--- config.mk ---
export PLATFORM = sky130hd
export DESIGN_NAME = text_stream_cat_filter
export DESIGN_NICKNAME = d
export VERILOG_FILES = /design/src/sv/tscf_pkg.sv /design/src/sv/tscf_front.sv /design/src/sv/tscf_queue.sv /design/src/sv/tscf_back.sv /design/src/sv/text_stream_cat_filter.sv
export SDC_FILE = /design/constraint.sdc
export NUM_CORES = 1
export LEC_CHECK = 0
export BUFFER_PORTS_ARGS = -buffer_cell sky130_fd_sc_hd__buf_2
export CORE_UTILIZATION = 45
export DETAILED_ROUTE_END_ITERATION = 16
export PLACE_DENSITY = 0.65
export SLEW_MARGIN = 20
export SYNTH_ARGS = -nofsm -noshare
export SYNTH_HDL_FRONTEND = slang
export SYNTH_SLANG_ARGS = --single-unit
--- constraint.sdc ---
create_clock -name clk -period 4.7 [get_ports clk]
set_input_delay 0.47 -clock clk [delete_from_list [all_inputs] [get_ports clk]]
set_output_delay 0.47 -clock clk [all_outputs]
set_load 0.1 [all_outputs]
--- src/sv/tscf_pkg.sv ---
// tscf_pkg: shared types, constants and helper functions for the text stream
// cat filter (front classifier, job queue, back byte sequencer, top level).
// No dependencies.
package tscf_pkg;

    // Line number width in BCD digits
    localparam int NUMBER_DIGITS = 6;
    localparam int NUM_W         = 4 * NUMBER_DIGITS;

    // Expansion of one input byte: at most "M-^x"
    localparam int EXP_MAX   = 4;
    localparam int EXP_IDX_W = $clog2(EXP_MAX);
    localparam int EXP_CNT_W = $clog2(EXP_MAX + 1);

    // Output bytes per input byte: number, tab, expansion
    localparam int MAX_OUT = NUMBER_DIGITS + 1 + EXP_MAX;
    localparam int POS_W   = $clog2(MAX_OUT + 1);

    // Job queue between front and back
    localparam int Q_DEPTH = 2;
    localparam int Q_PTR_W = (Q_DEPTH > 1) ? $clog2(Q_DEPTH) : 1;
    localparam int Q_CNT_W = $clog2(Q_DEPTH + 1);

    // Configuration register file
    localparam int NUM_REGS  = 6;
    localparam int PADDR_W   = $clog2(4 * NUM_REGS);
    localparam int REG_IDX_W = PADDR_W - 2;
    localparam int PDATA_W   = 32;

    localparam logic [REG_IDX_W-1:0] REG_NUMBER_NONBLANK  = REG_IDX_W'(0);
    localparam logic [REG_IDX_W-1:0] REG_NUMBER_ALL       = REG_IDX_W'(1);
    localparam logic [REG_IDX_W-1:0] REG_SQUEEZE_BLANK    = REG_IDX_W'(2);
    localparam logic [REG_IDX_W-1:0] REG_SHOW_ENDS        = REG_IDX_W'(3);
    localparam logic [REG_IDX_W-1:0] REG_SHOW_TABS        = REG_IDX_W'(4);
    localparam logic [REG_IDX_W-1:0] REG_SHOW_NONPRINTING = REG_IDX_W'(5);

    // Character codes
    localparam logic [7:0] CH_TAB    = 8'd9;
    localparam logic [7:0] CH_NL     = 8'd10;
    localparam logic [7:0] CH_SPACE  = 8'd32;
    localparam logic [7:0] CH_DOLLAR = 8'd36;
    localparam logic [7:0] CH_DASH   = 8'd45;
    localparam logic [7:0] CH_ZERO   = 8'd48;
    localparam logic [7:0] CH_QMARK  = 8'd63;
    localparam logic [7:0] CH_I      = 8'd73;
    localparam logic [7:0] CH_M      = 8'd77;
    localparam logic [7:0] CH_CARET  = 8'd94;
    localparam logic [7:0] CH_DEL    = 8'd127;
    localparam logic [7:0] CH_HIGH   = 8'd128;
    localparam logic [7:0] CH_META   = 8'd160;
    localparam logic [7:0] CH_MAX    = 8'd255;
    localparam logic [7:0] CTRL_OFS  = 8'd64;

    typedef struct packed {
        logic number_nonblank;
        logic number_all;
        logic squeeze_blank;
        logic show_ends;
        logic show_tabs;
        logic show_nonprinting;
    } cfg_t;

    typedef struct packed {
        logic [EXP_MAX-1:0][7:0] bytes;   // bytes[0] goes out first
        logic [EXP_CNT_W-1:0]    cnt;     // 1..EXP_MAX
    } exp_t;

    // One queued transaction worth of output
    typedef struct packed {
        logic                     has_num;
        logic [NUM_W-1:0]         num;    // BCD, digit 0 is least significant
        logic [NUMBER_DIGITS-1:0] lead;   // 1: digit position shows a space
        exp_t                     exp;
    } job_t;

    function automatic logic [NUM_W-1:0] bcd_inc(input logic [NUM_W-1:0] v);
        logic [NUM_W-1:0] r;
        logic             carry;
        r     = v;
        carry = 1'b1;
        for (int d = 0; d < NUMBER_DIGITS; d++) begin
            if (carry) begin
                if (r[4*d +: 4] < 4'd9) begin
                    r[4*d +: 4] = r[4*d +: 4] + 4'd1;
                    carry       = 1'b0;
                end
                else begin
                    r[4*d +: 4] = 4'd0;
                end
            end
        end
        return r;
    endfunction

    // Leading-space mask: digits above the top nonzero digit are blanked,
    // the units digit always shows.
    function automatic logic [NUMBER_DIGITS-1:0] lead_mask(input logic [NUM_W-1:0] v);
        logic [NUMBER_DIGITS-1:0] m;
        logic                     zero_so_far;
        m           = '0;
        zero_so_far = 1'b1;
        for (int d = NUMBER_DIGITS - 1; d >= 0; d--) begin
            zero_so_far = zero_so_far && (v[4*d +: 4] == 4'd0);
            m[d]        = (d > 0) && zero_so_far;
        end
        return m;
    endfunction

    function automatic exp_t expand(input logic [7:0] c, input cfg_t cfg);
        exp_t e;
        e.bytes = '0;
        e.cnt   = EXP_CNT_W'(1);
        e.bytes[0] = c;
        if (c == CH_NL) begin
            if (cfg.show_ends) begin
                e.bytes[0] = CH_DOLLAR;
                e.bytes[1] = CH_NL;
                e.cnt      = EXP_CNT_W'(2);
            end
        end
        else if (c == CH_TAB && cfg.show_tabs) begin
            e.bytes[0] = CH_CARET;
            e.bytes[1] = CH_I;
            e.cnt      = EXP_CNT_W'(2);
        end
        else if (cfg.show_nonprinting) begin
            if (c < CH_SPACE && c != CH_TAB) begin
                e.bytes[0] = CH_CARET;
                e.bytes[1] = c + CTRL_OFS;
                e.cnt      = EXP_CNT_W'(2);
            end
            else if (c == CH_DEL) begin
                e.bytes[0] = CH_CARET;
                e.bytes[1] = CH_QMARK;
                e.cnt      = EXP_CNT_W'(2);
            end
            else if (c >= CH_HIGH && c < CH_META) begin
                e.bytes[0] = CH_M;
                e.bytes[1] = CH_DASH;
                e.bytes[2] = CH_CARET;
                e.bytes[3] = c - CTRL_OFS;
                e.cnt      = EXP_CNT_W'(4);
            end
            else if (c == CH_MAX) begin
                e.bytes[0] = CH_M;
                e.bytes[1] = CH_DASH;
                e.bytes[2] = CH_CARET;
                e.bytes[3] = CH_QMARK;
                e.cnt      = EXP_CNT_W'(4);
            end
            else if (c >= CH_META) begin
                e.bytes[0] = CH_M;
                e.bytes[1] = CH_DASH;
                e.bytes[2] = c - CH_HIGH;
                e.cnt      = EXP_CNT_W'(3);
            end
        end
        return e;
    endfunction

endpackage

--- src/sv/tscf_front.sv ---
// tscf_front: accepts input bytes, tracks line state and the BCD line
// counter, and turns each byte into a job for the queue.
// Depends on tscf_pkg.
module tscf_front (
    input  logic                clk,
    input  logic                rst_n,
    input  tscf_pkg::cfg_t      cfg,
    input  logic                in_valid,
    input  logic [7:0]          in_byte,
    input  logic                file_start,
    input  logic                q_full,
    output logic                push,
    output tscf_pkg::job_t      job
);

    logic                       at_line_start_reg, at_line_start_next;
    logic                       previous_blank_reg, previous_blank_next;
    logic [tscf_pkg::NUM_W-1:0] line_number_reg, line_number_next;

    logic                       accept;
    logic                       cur_start;
    logic                       cur_prev;
    logic [tscf_pkg::NUM_W-1:0] cur_num;
    logic                       blank;
    logic                       drop;
    logic                       do_num;

    always_comb
    begin
        accept    = in_valid && !q_full;
        // a new file restarts line state before the byte is handled
        cur_start = file_start ? 1'b1 : at_line_start_reg;
        cur_prev  = file_start ? 1'b0 : previous_blank_reg;
        cur_num   = file_start ? tscf_pkg::NUM_W'(1) : line_number_reg;
        blank     = (in_byte == tscf_pkg::CH_NL);
        drop      = cur_start && cfg.squeeze_blank && blank && cur_prev;
        // a dropped line uses no number
        do_num    = cur_start && !drop &&
                    (cfg.number_nonblank ? !blank : cfg.number_all);

        push        = accept && !drop;
        job.has_num = do_num;
        job.num     = cur_num;
        job.lead    = tscf_pkg::lead_mask(cur_num);
        job.exp     = tscf_pkg::expand(in_byte, cfg);

        at_line_start_next  = blank;
        previous_blank_next = cur_start ? blank : cur_prev;
        line_number_next    = do_num ? tscf_pkg::bcd_inc(cur_num) : cur_num;
    end

    always_ff @(posedge clk or negedge rst_n)
    begin
        if (!rst_n) begin
            at_line_start_reg  <= 1'b1;
            previous_blank_reg <= 1'b0;
            line_number_reg    <= tscf_pkg::NUM_W'(1);
        end
        else if (accept) begin
            at_line_start_reg  <= at_line_start_next;
            previous_blank_reg <= previous_blank_next;
            line_number_reg    <= line_number_next;
        end
    end

endmodule

--- src/sv/tscf_queue.sv ---
// tscf_queue: small FIFO of jobs between the front and back parts.
// Depends on tscf_pkg.
module tscf_queue (
    input  logic           clk,
    input  logic           rst_n,
    input  logic           push,
    input  tscf_pkg::job_t push_job,
    input  logic           pop,
    output logic           full,
    output logic           head_valid,
    output tscf_pkg::job_t head_job
);

    tscf_pkg::job_t                 mem [tscf_pkg::Q_DEPTH];
    logic [tscf_pkg::Q_PTR_W-1:0]   wr_ptr_reg, wr_ptr_next;
    logic [tscf_pkg::Q_PTR_W-1:0]   rd_ptr_reg, rd_ptr_next;
    logic [tscf_pkg::Q_CNT_W-1:0]   count_reg, count_next;

    always_comb
    begin
        full       = (count_reg == tscf_pkg::Q_CNT_W'(tscf_pkg::Q_DEPTH));
        head_valid = (count_reg != '0);
        head_job   = mem[rd_ptr_reg];

        wr_ptr_next = wr_ptr_reg;
        rd_ptr_next = rd_ptr_reg;
        count_next  = count_reg;
        if (push) begin
            wr_ptr_next = (wr_ptr_reg == tscf_pkg::Q_PTR_W'(tscf_pkg::Q_DEPTH - 1)) ?
                          '0 : wr_ptr_reg + 1'b1;
        end
        if (pop) begin
            rd_ptr_next = (rd_ptr_reg == tscf_pkg::Q_PTR_W'(tscf_pkg::Q_DEPTH - 1)) ?
                          '0 : rd_ptr_reg + 1'b1;
        end
        if (push && !pop) begin
            count_next = count_reg + 1'b1;
        end
        else if (pop && !push) begin
            count_next = count_reg - 1'b1;
        end
    end

    always_ff @(posedge clk)
    begin
        if (push) begin
            mem[wr_ptr_reg] <= push_job;
        end
    end

    always_ff @(posedge clk or negedge rst_n)
    begin
        if (!rst_n) begin
            wr_ptr_reg <= '0;
            rd_ptr_reg <= '0;
            count_reg  <= '0;
        end
        else begin
            wr_ptr_reg <= wr_ptr_next;
            rd_ptr_reg <= rd_ptr_next;
            count_reg  <= count_next;
        end
    end

endmodule

--- src/sv/tscf_back.sv ---
// tscf_back: walks the head job byte by byte (number digits, tab, then the
// byte expansion) into a registered output stage.
// Depends on tscf_pkg.
module tscf_back (
    input  logic           clk,
    input  logic           rst_n,
    input  logic           head_valid,
    input  tscf_pkg::job_t head_job,
    output logic           pop,
    output logic           out_valid,
    input  logic           out_stall,
    output logic [7:0]     out_byte,
    output logic           last
);

    logic [tscf_pkg::POS_W-1:0]     pos_reg, pos_next;
    logic                           out_valid_reg, out_valid_next;
    logic [7:0]                     out_byte_reg, out_byte_next;
    logic                           last_reg, last_next;

    logic                           adv;
    logic [tscf_pkg::POS_W-1:0]     num_len;
    logic [tscf_pkg::POS_W-1:0]     total;
    logic [tscf_pkg::POS_W-1:0]     exp_pos;
    logic [7:0]                     digit_char;
    logic [7:0]                     sel_byte;
    logic                           final_byte;
    logic [3:0]                     dig;

    always_comb
    begin
        adv     = !out_valid_reg || !out_stall;
        num_len = head_job.has_num ?
                  tscf_pkg::POS_W'(tscf_pkg::NUMBER_DIGITS + 1) : '0;
        total   = num_len + tscf_pkg::POS_W'(head_job.exp.cnt);
        exp_pos = pos_reg - num_len;

        // digit shown at position pos_reg, most significant first
        digit_char = tscf_pkg::CH_SPACE;
        for (int i = 0; i < tscf_pkg::NUMBER_DIGITS; i++) begin
            dig = head_job.num[4*(tscf_pkg::NUMBER_DIGITS-1-i) +: 4];
            if (pos_reg == tscf_pkg::POS_W'(i)) begin
                digit_char = head_job.lead[tscf_pkg::NUMBER_DIGITS-1-i] ?
                             tscf_pkg::CH_SPACE : tscf_pkg::CH_ZERO + 8'(dig);
            end
        end

        if (pos_reg < num_len) begin
            sel_byte = (pos_reg == tscf_pkg::POS_W'(tscf_pkg::NUMBER_DIGITS)) ?
                       tscf_pkg::CH_TAB : digit_char;
        end
        else begin
            sel_byte = head_job.exp.bytes[exp_pos[tscf_pkg::EXP_IDX_W-1:0]];
        end
        final_byte = (pos_reg == total - 1'b1);

        pop            = adv && head_valid && final_byte;
        pos_next       = pos_reg;
        out_valid_next = out_valid_reg;
        out_byte_next  = out_byte_reg;
        last_next      = last_reg;
        if (adv) begin
            out_valid_next = head_valid;
            if (head_valid) begin
                out_byte_next = sel_byte;
                last_next     = final_byte;
                pos_next      = final_byte ? '0 : pos_reg + 1'b1;
            end
        end

        out_valid = out_valid_reg;
        out_byte  = out_byte_reg;
        last      = last_reg;
    end

    always_ff @(posedge clk or negedge rst_n)
    begin
        if (!rst_n) begin
            pos_reg       <= '0;
            out_valid_reg <= 1'b0;
        end
        else begin
            pos_reg       <= pos_next;
            out_valid_reg <= out_valid_next;
        end
    end

    always_ff @(posedge clk)
    begin
        out_byte_reg <= out_byte_next;
        last_reg     <= last_next;
    end

endmodule

--- src/sv/text_stream_cat_filter.sv ---
// text_stream_cat_filter: top level of the cat-style text filter; holds the
// configuration registers and ties front, job queue and back together.
// Depends on tscf_pkg, tscf_front, tscf_queue, tscf_back.
//
//  Channel  Handshake             Payload              Direction
//  -------  --------------------  -------------------  ---------
//  in       in_valid / in_stall   in_byte, file_start  into block
//  out      out_valid / out_stall out_byte, last       out of block
//  cfg      psel/penable/pready   paddr, pwdata/prdata APB slave
//
//  An input byte yields 0 to 11 output bytes (number, tab, up to four
//  expansion bytes), sent one per cycle by the back sequencer while out_stall
//  is low, so input rate is one per cycle when no byte expands or is numbered.
//  The front classifies in the accept cycle and pushes a job into a
//  two-entry queue; in_stall is high only while that queue is full.
//  A dropped blank line pushes nothing and gives no output transaction.
//  Reset (rst_n, async, active low) clears config, line state, counter
//  (to one), queue and output valid.
//  out_stall holds the output register; the front keeps accepting until
//  the queue fills.
module text_stream_cat_filter (
    input  logic                          clk,
    input  logic                          rst_n,

    input  logic                          in_valid,
    output logic                          in_stall,
    input  logic [7:0]                    in_byte,
    input  logic                          file_start,

    output logic                          out_valid,
    input  logic                          out_stall,
    output logic [7:0]                    out_byte,
    output logic                          last,

    input  logic                          psel,
    input  logic                          penable,
    input  logic                          pwrite,
    input  logic [tscf_pkg::PADDR_W-1:0]  paddr,
    input  logic [tscf_pkg::PDATA_W-1:0]  pwdata,
    output logic [tscf_pkg::PDATA_W-1:0]  prdata,
    output logic                          pready
);

    tscf_pkg::cfg_t                   cfg_reg;
    logic [tscf_pkg::REG_IDX_W-1:0]   reg_idx;
    logic                             cfg_write;
    logic                             rd_bit;

    logic                             push;
    tscf_pkg::job_t                   push_job;
    logic                             q_full;
    logic                             pop;
    logic                             head_valid;
    tscf_pkg::job_t                   head_job;

    // ---------------- configuration port ----------------
    assign pready    = 1'b1;
    assign reg_idx   = paddr[tscf_pkg::PADDR_W-1:2];
    assign cfg_write = psel && penable && pwrite;

    always_comb
    begin
        unique case (reg_idx)
            tscf_pkg::REG_NUMBER_NONBLANK:  rd_bit = cfg_reg.number_nonblank;
            tscf_pkg::REG_NUMBER_ALL:       rd_bit = cfg_reg.number_all;
            tscf_pkg::REG_SQUEEZE_BLANK:    rd_bit = cfg_reg.squeeze_blank;
            tscf_pkg::REG_SHOW_ENDS:        rd_bit = cfg_reg.show_ends;
            tscf_pkg::REG_SHOW_TABS:        rd_bit = cfg_reg.show_tabs;
            tscf_pkg::REG_SHOW_NONPRINTING: rd_bit = cfg_reg.show_nonprinting;
            default:                        rd_bit = 1'b0;
        endcase
        prdata = {{(tscf_pkg::PDATA_W-1){1'b0}}, rd_bit};
    end

    // only bit 0 of a write is kept; unmapped addresses are ignored
    always_ff @(posedge clk or negedge rst_n)
    begin
        if (!rst_n) begin
            cfg_reg <= '0;
        end
        else if (cfg_write) begin
            unique case (reg_idx)
                tscf_pkg::REG_NUMBER_NONBLANK:  cfg_reg.number_nonblank  <= pwdata[0];
                tscf_pkg::REG_NUMBER_ALL:       cfg_reg.number_all       <= pwdata[0];
                tscf_pkg::REG_SQUEEZE_BLANK:    cfg_reg.squeeze_blank    <= pwdata[0];
                tscf_pkg::REG_SHOW_ENDS:        cfg_reg.show_ends        <= pwdata[0];
                tscf_pkg::REG_SHOW_TABS:        cfg_reg.show_tabs        <= pwdata[0];
                tscf_pkg::REG_SHOW_NONPRINTING: cfg_reg.show_nonprinting <= pwdata[0];
                default:                        cfg_reg <= cfg_reg;
            endcase
        end
    end

    // ---------------- datapath ----------------
    assign in_stall = q_full;

    tscf_front u_front (
        .clk        (clk),
        .rst_n      (rst_n),
        .cfg        (cfg_reg),
        .in_valid   (in_valid),
        .in_byte    (in_byte),
        .file_start (file_start),
        .q_full     (q_full),
        .push       (push),
        .job        (push_job)
    );

    tscf_queue u_queue (
        .clk        (clk),
        .rst_n      (rst_n),
        .push       (push),
        .push_job   (push_job),
        .pop        (pop),
        .full       (q_full),
        .head_valid (head_valid),
        .head_job   (head_job)
    );

    tscf_back u_back (
        .clk        (clk),
        .rst_n      (rst_n),
        .head_valid (head_valid),
        .head_job   (head_job),
        .pop        (pop),
        .out_valid  (out_valid),
        .out_stall  (out_stall),
        .out_byte   (out_byte),
        .last       (last)
    );

endmodule
-- Yosys cells after proc, flatten, opt, wreduce, memory -nomap -nowiden
Memory sizes are Yosys's and may differ from the RTL's.
Cells that the tools add are included.
- register bits: 50
- input port bits: 53
- output and inout port bits: 44
- logic and storage cells: 179
- memories kept: 1
- RAM bits: 130
- reduce and logical (&&, ||, !) cells: 44
- $add $sub $neg: 23
- order comparisons: 12
- mux-type cells: 65
- eq/ne operators: 18
- memories (memory ; words ; width ; rd ports ; clocked after memory_dff ; wr ports ; RTL line ; RTL):
    u_queue.mem ; 2 ; 65 ; 1 ; 0 ; 1 ; tscf_queue.sv:14 ; tscf_pkg::job_t mem [tscf_pkg::Q_DEPTH];
- operators by type and width (cell ; count):
    $mux 8 ; 15
    $mux 19 ; 4
    $mux 35 ; 2
    $mux 16 ; 4
    $mux 27 ; 2
    $mux 24 ; 2
    $mux 4 ; 12
    $add 6x4->7 const A ; 6
    $add 4x1->4 const B ; 7
    $logic_not 4->1 ; 6
    $lt 4x4->1 const B ; 6
    $logic_and 1x1->1 ; 20
    $mux 1 ; 17
    $bmux 8 s2 ; 1
    $eq 8x4->1 const B ; 2
    $ge 8x8->1 const B ; 2
    $mux 15 ; 1
    $reduce_and 2->1 ; 7
    $eq 4x3->1 const B ; 3
    $add 8x7->8 const B ; 1
    $eq 4x2->1 const B ; 2
    $eq 8x7->1 const B ; 1
    $eq 8x8->1 const B ; 1
    $lt 8x6->1 const B ; 1
    other kinds (26) ; 37

-- Longest topological paths before layout
An unclocked memory read counts as a cell.
- depth after elaboration: 11
- mapped depth: 17
- mapped depth without buffers: 13

-- Cells and area by module
Synthesis repeated with hierarchy kept, for this count alone.
- cell total of the unflattened synthesis: 759
- area, all modules: 9673.0 um^2
- modules (own cells, without submodules) (module ; cells each ; area an instance (um^2) ; instances):
    tscf_queue ; 221 ; 5064.9 ; 1
    tscf_front ; 340 ; 2622.5 ; 1
    tscf_back ; 133 ; 1393.8 ; 1
    text_stream_cat_filter ; 65 ; 591.8 ; 1

-- Worst setup path before layout
OpenSTA, ideal clock, no wires.
- kind: input port to flip-flop
- from: input in_byte[6]
- to: memory u_queue.mem[0][0] (netlist bit), enable pin
- data required time: 4.212 ns
- data arrival time: 4.031 ns
- stages on the path: 6
- path slack: 0.181 ns
- setup time: 0.488 ns
- cells stage by stage: inv_1 -> ha_1 -> nor3b_2 -> and2_0 -> a21o_1 -> nor2_1
- longest elaborated chain between the ends: 7
- RTL lines (what ; RTL line ; RTL):
    start: declaration ; text_stream_cat_filter.sv:27 ; input logic [7:0] in_byte,
    $eq 8x4->1 ; tscf_front.sv:35 ; blank = (in_byte == tscf_pkg::CH_NL);
    $logic_and 1x1->1 (2 in series) ; tscf_front.sv:36 ; drop = cur_start && cfg.squeeze_blank && blank && cur_prev;
    $logic_not 1->1 ; tscf_front.sv:41 ; push = accept && !drop;
    $logic_and 1x1->1 ; tscf_front.sv:41 ;
    $mux 1 ; tscf_queue.sv:46 ; if (push) begin
    $mux 1 (implied by the code) ; tscf_queue.sv:47 ; mem[wr_ptr_reg] <= push_job;
    end: declaration ; tscf_queue.sv:14 ;
No other way between the ends.

-- Final worst setup path
- from: register u_queue.rd_ptr_reg
- to: register u_queue.count_reg[1] (netlist bit)
- longest elaborated chain between the ends: 9
- elaborated cells between the ends (all ways): 11
- classes of those cells: add/sub: 2; eq/ne: 1; mux: 2; reduce/logical: 5; memory: 1
- RTL lines (what ; RTL line ; RTL):
    start: declaration ; tscf_queue.sv:16 ; logic [tscf_pkg::Q_PTR_W-1:0] rd_ptr_reg, rd_ptr_next;
    start signal: assignment ; tscf_queue.sv:60 ; rd_ptr_reg <= rd_ptr_next;
    $mem_v2 2x65 (*) ; n/a ;
    $mux 3 ; tscf_back.sv:33 ; num_len = head_job.has_num ?
    $add 3x3->4 (*) ; tscf_back.sv:35 ; total = num_len + tscf_pkg::POS_W'(head_job.exp.cnt);
    $sub 4x1->4 (*) ; tscf_back.sv:55 ; final_byte = (pos_reg == total - 1'b1);
    $eq 4x4->1 (*) ; tscf_back.sv:55 ;
    net u_back.final_byte ; tscf_back.sv:27 ; logic final_byte;
    $logic_and 1x1->1 (*) ; tscf_back.sv:57 ; pop = adv && head_valid && final_byte;
    $logic_not 1->1 ; tscf_queue.sv:36 ; if (push && !pop) begin
    $logic_and 1x1->1 ; tscf_queue.sv:36 ;
    $mux 2 / $reduce_bool 2->1 (equally long branches) ; n/a ;
    end signal: assignment ; tscf_queue.sv:61 ; count_reg <= count_next;
    end: declaration ; tscf_queue.sv:17 ; logic [tscf_pkg::Q_CNT_W-1:0] count_reg, count_next;
The timed path passes the listed nets; every way through them passes the cells marked *.
A chain may end at the register's enable or synchronous reset.

==> out/results.ini <==
[sta]
fin_crit_sh_pct=83.1
setup_viol=0
finalHoldViolCount=0
max_freq_mhz=256
relSlewSlack_pct=34.4
setup-tns-final_ps=0
slew_viol_final=0
finalClockSkew_ps=21.5
rsz0062_at_grt=no
worstMarginPinSlew_ps=977
worst_hold_slack_ps=40.4
fin_crit_ps=3910

[routing]
drtIter0Drc=509
postRouteWirelength_um=19600
dr.pass1.iters=5
wl_per_cell_um=19.0
drc_errors=0
vias=5915
via_per_inst=5.73
antenna_left=0

[cts]
h-tree-depth=4
insertion_delay_ps=440
numClockSinks=180
cts_buffer_depth=2
cts_buffers=17
postCtsSetupRepairBufs=0
clk_pin_slew_worst_paths_ps=70
cts-hold-fix-buffers=0
cts_resized=0
cts-root-buf=clkbuf_16
cts_tree=built

[setup_path]
cp.required_ps=5050
critPathMaxFanout=14
end_kind=flop
critical_path_class=flop to flop
critPathLaunchType=flop
worstPathArrival_ps=4250
r2r_slack_ps=790

[yosys]
synthAdderAreaFrac_pct=4.79
synth_top_family_by_area=simple AND/OR/NAND/NOR gates
ys_seq_elements=180
syn_area_per_cell_um2=12.6
yosys.area_share.simple_pct=11.8
yosysMostFrequentCell=edfxtp_1
yosysWarnings=0
synth_compound_area_share_pct=10.3
synthCells=729
async_flop_share_pct=22.8
synth.cell_area_um2=9200
yosysSeqAreaShare_pct=56.5
synth_area_leaders=edfxtp_1 (45%), dfrtp_1 (11%), ha_1 (4.4%)
yosys.area.top_type=edfxtp_1
yosys_most_used_dff=edfxtp_1
ys_types=77
synthMuxAreaShare_pct=9.79
synth_edf_count=139
synth_commonest_cells=edfxtp_1 (139), nand2_1 (43), dfrtp_1 (39), nor2_1 (39), o21ai_0 (39)
synth_top_area_share_pct=45.4
synth_xor_area_share_pct=1.01

[global_routing]
antenna_found_initial=0
grt_pass1_vias=5649
grt_overflow=0
grt_pass1_wl_um=31000
grt_usage_pct=19.1
grt_max_degree=47

[layout]
largest_reg_flops=130
syn2layout_area_growth_pct=9.44
antennaDiodeCount=0
nets=841
fin_area_um2=10100
stdcell_count=1032
drive_gt1_share_pct=15.8

[run_status]
status=finished clean

[place]
placed_cell_area_um2=9490
place_inst=1000
gp_congestion=0.924
dp_hpwl_um=13700
portBuffers=31

[hold_path]
hold_path.class=input port to asynchronous set/reset pin

[floorplan]
start_util_pct=46.5
fp.dieW_um=145
die_h_um=145
rows=51
coreArea_um2=19800
dieArea_um2=21000
boundaryPins=97

[job]
maxCapViolations=0

[power_and_ir_drop]
power_density_nw_per_um2=617
p_leak_nw=3.96
peakVddDrop_mv=0.313
power.total_mw=6.21

[layout make-up]
class / instances / area (µm²)
repair buffers: 37 / 215
well taps: 265 / 332
inverters: 37 / 139
clock buffers: 18 / 429
flip-flops and latches: 180 / 5200
multi-input cells: 481 / 3600
fillers: 1698 / 9710
clock inverters: 14 / 151
[report_power, final]
group	total (mW)	switching [mW]	internal, mW
Combinational	2.40	1.58	0.821
Sequential	2.40	0.187	2.22
Clock	1.41	0.615	0.792
[metal layers]
metal  track usage [%]  share of wire [%]  up-vias
met4              6.60                1.4        0
met3              3.02                4.6       27
met2              29.8                 48      208
li1                  -                  -     2730
met1              27.1                 46     2950
met5                 0                  0        -
[placed cells by master, fill, tap and decap left out, types with 8 or more instances in the layout]
cell	n
edfxtp_1	139
nand2_1	43
o21ai_0	39
nor2_1	38
dfrtp_1	38
inv_1	37
mux2i_1	36
ha_1	32
conb_1	32
buf_2	30
nand3_1	18
nand2b_1	17
clkbuf_16	17
mux2_2	16
mux4_2	16
nor3_1	16
a21oi_1	15
nand4_1	14
nor2b_1	11
o22ai_1	9
o211ai_1	9
o21a_1	8
[through the flow]
step | util [%] | setup WS [ps]
6_report | 50.9 | 794
5_1_grt | 50.9 | 416
4_1_cts | 50.9 | 749
3_3_place_gp | 48.0 | 925
3_5_place_dp | 48.0 | 784
2_1_floorplan | - | 181
[cells by family after synthesis]
group	count (synthesis)
AOI/OAI and AO/OA	138
xor gates and xnor gates	9
adders and majority gates	34
buffers and inverters	98
DFF	180
muxes	68
other	2
and+or+nand+nor	200
[worst max-delay path: stages (launching register included)]
cell and delay, ps:
dfrtp_2 640, mux2i_1 630, ha_1 340, inv_1 60, ha_1 130, inv_1 40, fa_1 390, xnor3_1 370
nor4_2 420, nand2_1 170, ha_1 230, xor2_1 140, nor2_1 110, xor2_1 160
[worst paths after layout]
| path | startpoint | to | cells after the start |
|---|---|---|---|
| max | u_queue.rd_ptr_reg | u_queue.count_reg[1] | 13 |
| min | rst_n | u_queue.rd_ptr_reg | 1 |
| max reg2reg | u_queue.rd_ptr_reg | u_queue.count_reg[1] | 13 |
| min reg2reg | u_back.out_valid | u_back.out_valid | 2 |
| max in group asynchronous | rst_n | u_front.line_number_reg[23] | 1 |
| min in group clk | out_stall | u_back.out_valid | 3 |
No activity file was read; power rests on OpenSTA's default activity.
